## config.mk

```make
export PLATFORM = sky130hd
export DESIGN_NAME = touch_press_relay_controller_top
export DESIGN_NICKNAME = d
export VERILOG_FILES = /design/src/hw/rtl/tpr_pkg.sv /design/src/hw/rtl/tpr_cfg.sv /design/src/hw/rtl/tpr_core.sv /design/src/hw/rtl/touch_press_relay_controller_top.sv
export SDC_FILE = /design/constraint.sdc
export NUM_CORES = 1
export LEC_CHECK = 0
export BUFFER_PORTS_ARGS = -buffer_cell sky130_fd_sc_hd__buf_2
export CORE_MARGIN = 1
export CORE_UTILIZATION = 55
export CTS_BUF_LIST = sky130_fd_sc_hd__clkbuf_8 sky130_fd_sc_hd__clkbuf_16
export CTS_CLUSTER_SIZE = 16
export DETAILED_ROUTE_END_ITERATION = 16
export MAX_ROUTING_LAYER = met4
export PLACE_DENSITY = 0.8
export SYNTH_ARGS = -nofsm -noshare
export SYNTH_HDL_FRONTEND = slang
export SYNTH_HIERARCHICAL = 1
export SYNTH_SLANG_ARGS = --single-unit
export TNS_END_PERCENT = 30
```

## constraint.sdc

```tcl
create_clock -name clk -period 5.4 [get_ports clk]
set_input_delay 0.54 -clock clk [delete_from_list [all_inputs] [get_ports clk]]
set_output_delay 0.54 -clock clk [all_outputs]
set_load 0.1 [all_outputs]
```

## src/hw/rtl/tpr_pkg.sv

```systemverilog
// shared types, register indexes and speed codes for the touch press relay controller
package tpr_pkg;

  localparam int CfgIndexWidth = 2;
  localparam int CfgDataWidth  = 24;

  localparam logic [CfgIndexWidth-1:0] REG_DEBOUNCE      = 2'd0;
  localparam logic [CfgIndexWidth-1:0] REG_LONG_PRESS    = 2'd1;
  localparam logic [CfgIndexWidth-1:0] REG_IDLE_TIMEOUT  = 2'd2;
  localparam logic [CfgIndexWidth-1:0] REG_SAMPLE_PERIOD = 2'd3;

  localparam logic [11:0] DEBOUNCE_RESET      = 12'd50;
  localparam logic [15:0] LONG_PRESS_RESET    = 16'd1000;
  localparam logic [23:0] IDLE_TIMEOUT_RESET  = 24'd600000;
  localparam logic [15:0] SAMPLE_PERIOD_RESET = 16'd500;

  localparam logic [15:0] MAX16 = 16'hFFFF;
  localparam logic [23:0] MAX24 = 24'hFFFFFF;

  localparam logic [6:0] FLOW_SPEED_FAST = 7'd100;
  localparam logic [6:0] FLOW_SPEED_MID  = 7'd20;
  localparam logic [6:0] FLOW_SPEED_SLOW = 7'd10;

  typedef enum logic [1:0] {
    SPEED_100 = 2'd0,
    SPEED_20  = 2'd1,
    SPEED_10  = 2'd2
  } speed_t;

  typedef struct packed {
    logic [11:0] debounce_ms;
    logic [15:0] long_press_ms;
    logic [23:0] idle_timeout_ms;
    logic [15:0] sample_period_ms;
  } tpr_cfg_t;

  typedef struct packed {
    logic       relay_on;
    logic [6:0] flow_speed;
    logic       touch_stable;
    logic       press_was_long;
    logic       motion_seen;
  } tpr_result_t;

  function automatic logic [6:0] speed_value(input speed_t code);
    logic [6:0] v;
    case (code)
      SPEED_20: v = FLOW_SPEED_MID;
      SPEED_10: v = FLOW_SPEED_SLOW;
      default:  v = FLOW_SPEED_FAST;
    endcase
    return v;
  endfunction

  // code three is unreachable; it steps back to the fast speed
  function automatic speed_t speed_step(input speed_t code);
    speed_t v;
    case (code)
      SPEED_100: v = SPEED_20;
      SPEED_20:  v = SPEED_10;
      default:   v = SPEED_100;
    endcase
    return v;
  endfunction

endpackage

```

## src/hw/rtl/tpr_cfg.sv

```systemverilog
// configuration register file with its write decoder
module tpr_cfg (
  input  logic                                 clk,
  input  logic                                 rst,
  input  logic                                 cfg_valid,
  output logic                                 cfg_ready,
  input  logic [tpr_pkg::CfgIndexWidth-1:0]    cfg_index,
  input  logic [tpr_pkg::CfgDataWidth-1:0]     cfg_data,
  output tpr_pkg::tpr_cfg_t                    cfg
);

  tpr_pkg::tpr_cfg_t regs;

  assign cfg_ready = 1'b1;
  assign cfg      = regs;

  always_ff @(posedge clk) begin
    if (rst) begin
      regs.debounce_ms      <= tpr_pkg::DEBOUNCE_RESET;
      regs.long_press_ms    <= tpr_pkg::LONG_PRESS_RESET;
      regs.idle_timeout_ms  <= tpr_pkg::IDLE_TIMEOUT_RESET;
      regs.sample_period_ms <= tpr_pkg::SAMPLE_PERIOD_RESET;
    end else if (cfg_valid && cfg_ready) begin
      unique case (cfg_index)
        tpr_pkg::REG_DEBOUNCE:      regs.debounce_ms      <= cfg_data[11:0];
        tpr_pkg::REG_LONG_PRESS:    regs.long_press_ms    <= cfg_data[15:0];
        tpr_pkg::REG_IDLE_TIMEOUT:  regs.idle_timeout_ms  <= cfg_data[23:0];
        tpr_pkg::REG_SAMPLE_PERIOD: regs.sample_period_ms <= cfg_data[15:0];
      endcase
    end
  end

endmodule

```

## src/hw/rtl/tpr_core.sv

```systemverilog
// tick state: debounce, press length, motion sampling and relay/speed update
module tpr_core (
  input  logic                  clk,
  input  logic                  rst,
  input  logic                  step,
  input  logic                  touch,
  input  logic                  motion,
  input  tpr_pkg::tpr_cfg_t     cfg,
  output tpr_pkg::tpr_result_t  result
);

  logic           prev_touch, prev_touch_next;
  logic           stable_touch, stable_touch_next;
  logic [15:0]    since_change, since_change_next;
  logic [15:0]    press_length, press_length_next;
  logic           long_flag, long_flag_next;
  logic           relay_state, relay_state_next;
  tpr_pkg::speed_t speed_code, speed_code_next;
  logic [15:0]    sample_count, sample_count_next;
  logic [23:0]    idle_count, idle_count_next;
  logic           motion_latched, motion_latched_next;

  always_comb begin
    since_change_next = (since_change == tpr_pkg::MAX16) ? since_change : since_change + 16'd1;
    press_length_next = (press_length == tpr_pkg::MAX16) ? press_length : press_length + 16'd1;
    sample_count_next = (sample_count == tpr_pkg::MAX16) ? sample_count : sample_count + 16'd1;
    idle_count_next   = (idle_count == tpr_pkg::MAX24) ? idle_count : idle_count + 24'd1;
    motion_latched_next = motion_latched;
    relay_state_next    = relay_state;
    long_flag_next      = long_flag;
    stable_touch_next   = stable_touch;
    speed_code_next     = speed_code;
    prev_touch_next     = touch;

    // motion sample and idle timeout
    if (sample_count_next >= cfg.sample_period_ms) begin
      sample_count_next   = 16'd0;
      motion_latched_next = motion;
      if (motion) idle_count_next = 24'd0;
      if (relay_state && (idle_count_next > cfg.idle_timeout_ms)) relay_state_next = 1'b0;
    end

    // raw touch edge
    if (touch != prev_touch) begin
      since_change_next = 16'd0;
      if (touch) begin
        press_length_next = 16'd0;
        long_flag_next    = 1'b0;
      end else begin
        long_flag_next = (press_length_next >= cfg.long_press_ms);
      end
    end

    // debounced release action
    if (since_change_next > {4'd0, cfg.debounce_ms}) begin
      if (!touch && stable_touch) begin
        if (long_flag_next) speed_code_next = tpr_pkg::speed_step(speed_code);
        else                relay_state_next = ~relay_state_next;
      end
      stable_touch_next = touch;
    end
  end

  always_comb begin
    result.relay_on       = relay_state_next;
    result.flow_speed     = tpr_pkg::speed_value(speed_code_next);
    result.touch_stable   = stable_touch_next;
    result.press_was_long = long_flag_next;
    result.motion_seen    = motion_latched_next;
  end

  always_ff @(posedge clk) begin
    if (rst) begin
      prev_touch     <= 1'b0;
      stable_touch   <= 1'b0;
      since_change   <= 16'd0;
      press_length   <= 16'd0;
      long_flag      <= 1'b0;
      relay_state    <= 1'b0;
      speed_code     <= tpr_pkg::SPEED_100;
      sample_count   <= 16'd0;
      idle_count     <= 24'd0;
      motion_latched <= 1'b0;
    end else if (step) begin
      prev_touch     <= prev_touch_next;
      stable_touch   <= stable_touch_next;
      since_change   <= since_change_next;
      press_length   <= press_length_next;
      long_flag      <= long_flag_next;
      relay_state    <= relay_state_next;
      speed_code     <= speed_code_next;
      sample_count   <= sample_count_next;
      idle_count     <= idle_count_next;
      motion_latched <= motion_latched_next;
    end
  end

endmodule

```

## src/hw/rtl/touch_press_relay_controller_top.sv

```systemverilog
// touch press relay controller top: input register, tick core, result register
// path: a tick accepted into the input register is processed by the tick core and
//   captured in the result register, with out_valid, when the result register can advance
// throughput: one tick per clock; the input and result registers advance together
//   whenever the result register is empty or being taken
// reset: synchronous rst clears both valid bits, all counters and flags, and loads
//   the register defaults (debounce 50, long press 1000, timeout 600000, sample 500)
module touch_press_relay_controller_top (
  input  logic                                clk,
  input  logic                                rst,
  input  logic                                in_valid,
  output logic                                in_ready,
  input  logic                                touch_level,
  input  logic                                motion_level,
  output logic                                out_valid,
  input  logic                                out_ready,
  output logic                                relay_on,
  output logic [6:0]                          flow_speed,
  output logic                                touch_stable,
  output logic                                press_was_long,
  output logic                                motion_seen,
  input  logic                                cfg_valid,
  output logic                                cfg_ready,
  input  logic [tpr_pkg::CfgIndexWidth-1:0]   cfg_index,
  input  logic [tpr_pkg::CfgDataWidth-1:0]    cfg_data
);

  tpr_pkg::tpr_cfg_t    cfg;
  tpr_pkg::tpr_result_t core_result;
  tpr_pkg::tpr_result_t out_reg;

  logic in_vld;
  logic in_touch, in_motion;
  logic advance;
  logic step;

  assign advance  = !out_valid || out_ready;
  assign step     = in_vld && advance;
  assign in_ready = !in_vld || advance;

  tpr_cfg u_cfg (
    .clk       (clk),
    .rst       (rst),
    .cfg_valid (cfg_valid),
    .cfg_ready (cfg_ready),
    .cfg_index (cfg_index),
    .cfg_data  (cfg_data),
    .cfg       (cfg)
  );

  tpr_core u_core (
    .clk    (clk),
    .rst    (rst),
    .step   (step),
    .touch  (in_touch),
    .motion (in_motion),
    .cfg    (cfg),
    .result (core_result)
  );

  always_ff @(posedge clk) begin
    if (rst) begin
      in_vld <= 1'b0;
    end else if (in_ready) begin
      in_vld <= in_valid;
    end
  end

  always_ff @(posedge clk) begin
    if (in_valid && in_ready) begin
      in_touch  <= touch_level;
      in_motion <= motion_level;
    end
  end

  always_ff @(posedge clk) begin
    if (rst) begin
      out_valid <= 1'b0;
    end else if (advance) begin
      out_valid <= in_vld;
    end
  end

  always_ff @(posedge clk) begin
    if (step) begin
      out_reg <= core_result;
    end
  end

  assign relay_on       = out_reg.relay_on;
  assign flow_speed     = out_reg.flow_speed;
  assign touch_stable   = out_reg.touch_stable;
  assign press_was_long = out_reg.press_was_long;
  assign motion_seen    = out_reg.motion_seen;

endmodule

```

==> flow_metrics.tcl <==
set metrics [dict create \
    run_status "finished, violations left" \
    violations "design-rule violations" \
    critPathLaunchType "flop" \
    multi_input_area_um2 6160 \
    syn_inst 1217 \
    vias 8745 \
    ctsHtreeMaxLevel 4 \
    drtAntennaViolNets 0 \
    ys_ff_latch 162 \
    async_flop_share 0 \
    hold_path_class "input pin to flop" \
    cts_buffers 17 \
    cts.clk_slew.worst_paths_ps 60 \
    fin_nets 1332 \
    die_w_um 138 \
    finalCriticalPeriod_ps 4550 \
    grt_pass1_wl_um 39900 \
    clk_latency_ps 420 \
    fin_cells 1469 \
    layout_setup_ws_ps 854 \
    placed_area_um2 10500 \
    synth_nets 1325 \
    final_common_cell "dfxtp_1" \
    critPathMaxFanout 9 \
    antenna_found_initial 3 \
    io_pins 47 \
    numClockSinks 162 \
    worst_slew_pin_slew_ps 952 \
    grt_usage 0.266 \
    power_density_nw_per_um2 249 \
    postLayoutCellArea_um2 11100 \
    fin_worst_skew_ps 7.59 \
    die_h_um 138 \
    pre_cts_slack_ps 950 \
    synth-edff-count 13 \
    drcViolationCount 10 \
    grt_pass1_vias 8259 \
    worstSetupEndpointType "flop" \
    initial_utilization 0.565 \
    grt_max_degree 92 \
    slew_viol_final 0 \
    setup.worst_path.class "flop to flop" \
    tritoncts "yes" \
    wl_um 24400 \
    io_buffers 45 \
    fin_crit_sh 0.842 \
    hpwlAfterDp_um 16900 \
    dr.pass1.iters 12 \
    slew_headroom 0.361 \
    hold_violations 0 \
    die_area_um2 19100 \
    ir_drop_v 0.000205 \
    grt_remaining_overflow 0 \
    syn_area_um2 10200 \
    cts_root_buf "clkbuf_16" \
    drv_cap 0 \
    ff_latch_area_um2 3370 \
    power.leakage_nw 4.65 \
    placed_cells 1434 \
    arrival_ps 4710 \
    setup_viol 0 \
    fillers 1512 \
    num_rows 49 \
    area_delta_synth_final_pct 8.54 \
    ys_warn_count 6 \
    cts_setup_buffers 0 \
    rsz0062_at_grt "false" \
    dr.first_iter.drc_count 826 \
    max_clock_freq_ghz 0.220 \
    clk_path_buf_depth 2 \
    synth-seq-area-share 0.330 \
    synth-main-ff-cell "dfxtp_1" \
    fin_setup_tns_ps 0 \
    globalplace.congestion 0.916 \
    layout-drive-gt1-share 0.0970 \
    ctsResizeCount 0 \
    synth_cell_type_count 79 \
    required_ps 5570 \
    avgSynthCellArea_um2 8.39 \
    viasPerCell 5.95 \
    layout_common_cells "149 x dfxtp_1, 130 x nor2_1, 88 x inv_1" \
    wl_per_cell_um 16.6 \
    core_um2 18100 \
    ctsHoldBuffers 0 \
]
==> report_power, final <==
group | switching (W) | leakage, nW | internal, W
clock | 0.000505 | 0.307 | 0.000753
combinational | 0.000165 | 3.02 | 0.0000807
sequential | 0.0000190 | 1.32 | 0.00124
total | 0.000689 | 4.65 | 0.00207
==> worst paths after layout <==
path / from / to / slack (ps) / depth (start not counted)
worst max register to register: u_core/since_change[0]$_SDFFE_PP0P_ / flow_speed[5]$_DFFE_PP_ / 850 / 15
worst max-delay path: u_core/since_change[0]$_SDFFE_PP0P_ / flow_speed[5]$_DFFE_PP_ / 850 / 15
worst min register to register: u_cfg/cfg[19]$_SDFFE_PP0P_ / u_cfg/cfg[19]$_SDFFE_PP0P_ / 470 / 2
worst min-delay path: motion_level / in_motion$_DFFE_PP_ / 290 / 1
==> synth_stat cells (9+ instances only) <==
master    count  area [um2]
nor3_1       23         115
mux2i_1      74         741
nor2_1      130         488
clkbuf_1     40         150
and4_1       10        87.6
a31oi_1      20         125
edfxtp_1     13         390
nand2b_1     73         457
a311oi_1      9        78.8
a22oi_1      19         143
xor2_1       24         210
o21ai_0      44         220
nand4_1      28         175
buf_4        10        75.1
xnor2_1      30         263
nand2_1      81         304
inv_1        86         323
ha_1         75         938
a21oi_1      64         320
buf_2        11        55.1
and3_1       18         113
nand3_1      39         195
dfxtp_1     149        2980
==> stage by stage <==
| step | hold WS, ps | utilization | power, W |
|---|---|---|---|
| 6_report | 290 | 0.613 | 0.00276 |
| 5_1_grt | 263 | 0.613 | 0.00286 |
| 4_1_cts | 274 | 0.612 | 0.00278 |
| 3_5_place_dp | 461 | 0.579 | 0.00153 |
| 3_3_place_gp | 460 | 0.579 | 0.00152 |
| 2_1_floorplan | 449 | - | 0.00146 |
==> cell type report <==
cell class,instances,area share
Antenna cell,3,0.000677
Sequential cell,162,0.304
Inverter,87,0.0295
Clock inverter,13,0.0141
Tap cell,229,0.0258
Multi-Input combinational cell,899,0.556
Timing Repair Buffer,57,0.0287
Clock buffer,19,0.0409
==> metal layers <==
layer	wire, um	GRT usage	vias to the layer above
met5	0	-	-
met4	499	0.0905	0
met3	1370	0.0613	44
met2	11500	0.427	262
met1	11000	0.329	4125
li1	-	-	4314
==> kinds of logic after synthesis <==
kind of cell    Yosys count  share of synthesized area
simple gates            467                      0.243
compound gates          223                      0.145
flops                   162                      0.330
buf+inv                 156                     0.0662
mux                      78                     0.0769
fa+ha+maj                75                     0.0919
xor+xnor                 54                     0.0463
other cells               2                   0.000735
==> sequential cells by signal, summed over array words and instances, names as in the netlist <==
signal,cells
u_core/speed_code,2
motion_seen,1
in_motion,1
u_core/sample_count,16
u_core/since_change,16
touch_stable,1
in_touch,1
relay_on,1
u_core/press_length,16
u_core/prev_touch,1
flow_speed,7
in_vld,1
u_core/stable_touch,1
u_core/relay_state,1
u_core/idle_count,24
u_cfg/cfg,68
u_core/long_flag,1
out_valid,1
u_core/motion_latched,1
press_was_long,1
==> critical path, stage by stage, from the launching register on <==
cell and delay (ps):
dfxtp_1 370, ha_1 270, nand2_1 120, nor4_4 70
a311oi_1 810, nand4_1 300, xor2_1 210, nor2_1 100
ha_1 260, a21oi_1 140, o21ai_0 110, o311a_1 420
o311a_4 420, and2_4 190, a21o_2 200, ha_1 280
(Power assumes the default switching activity.)
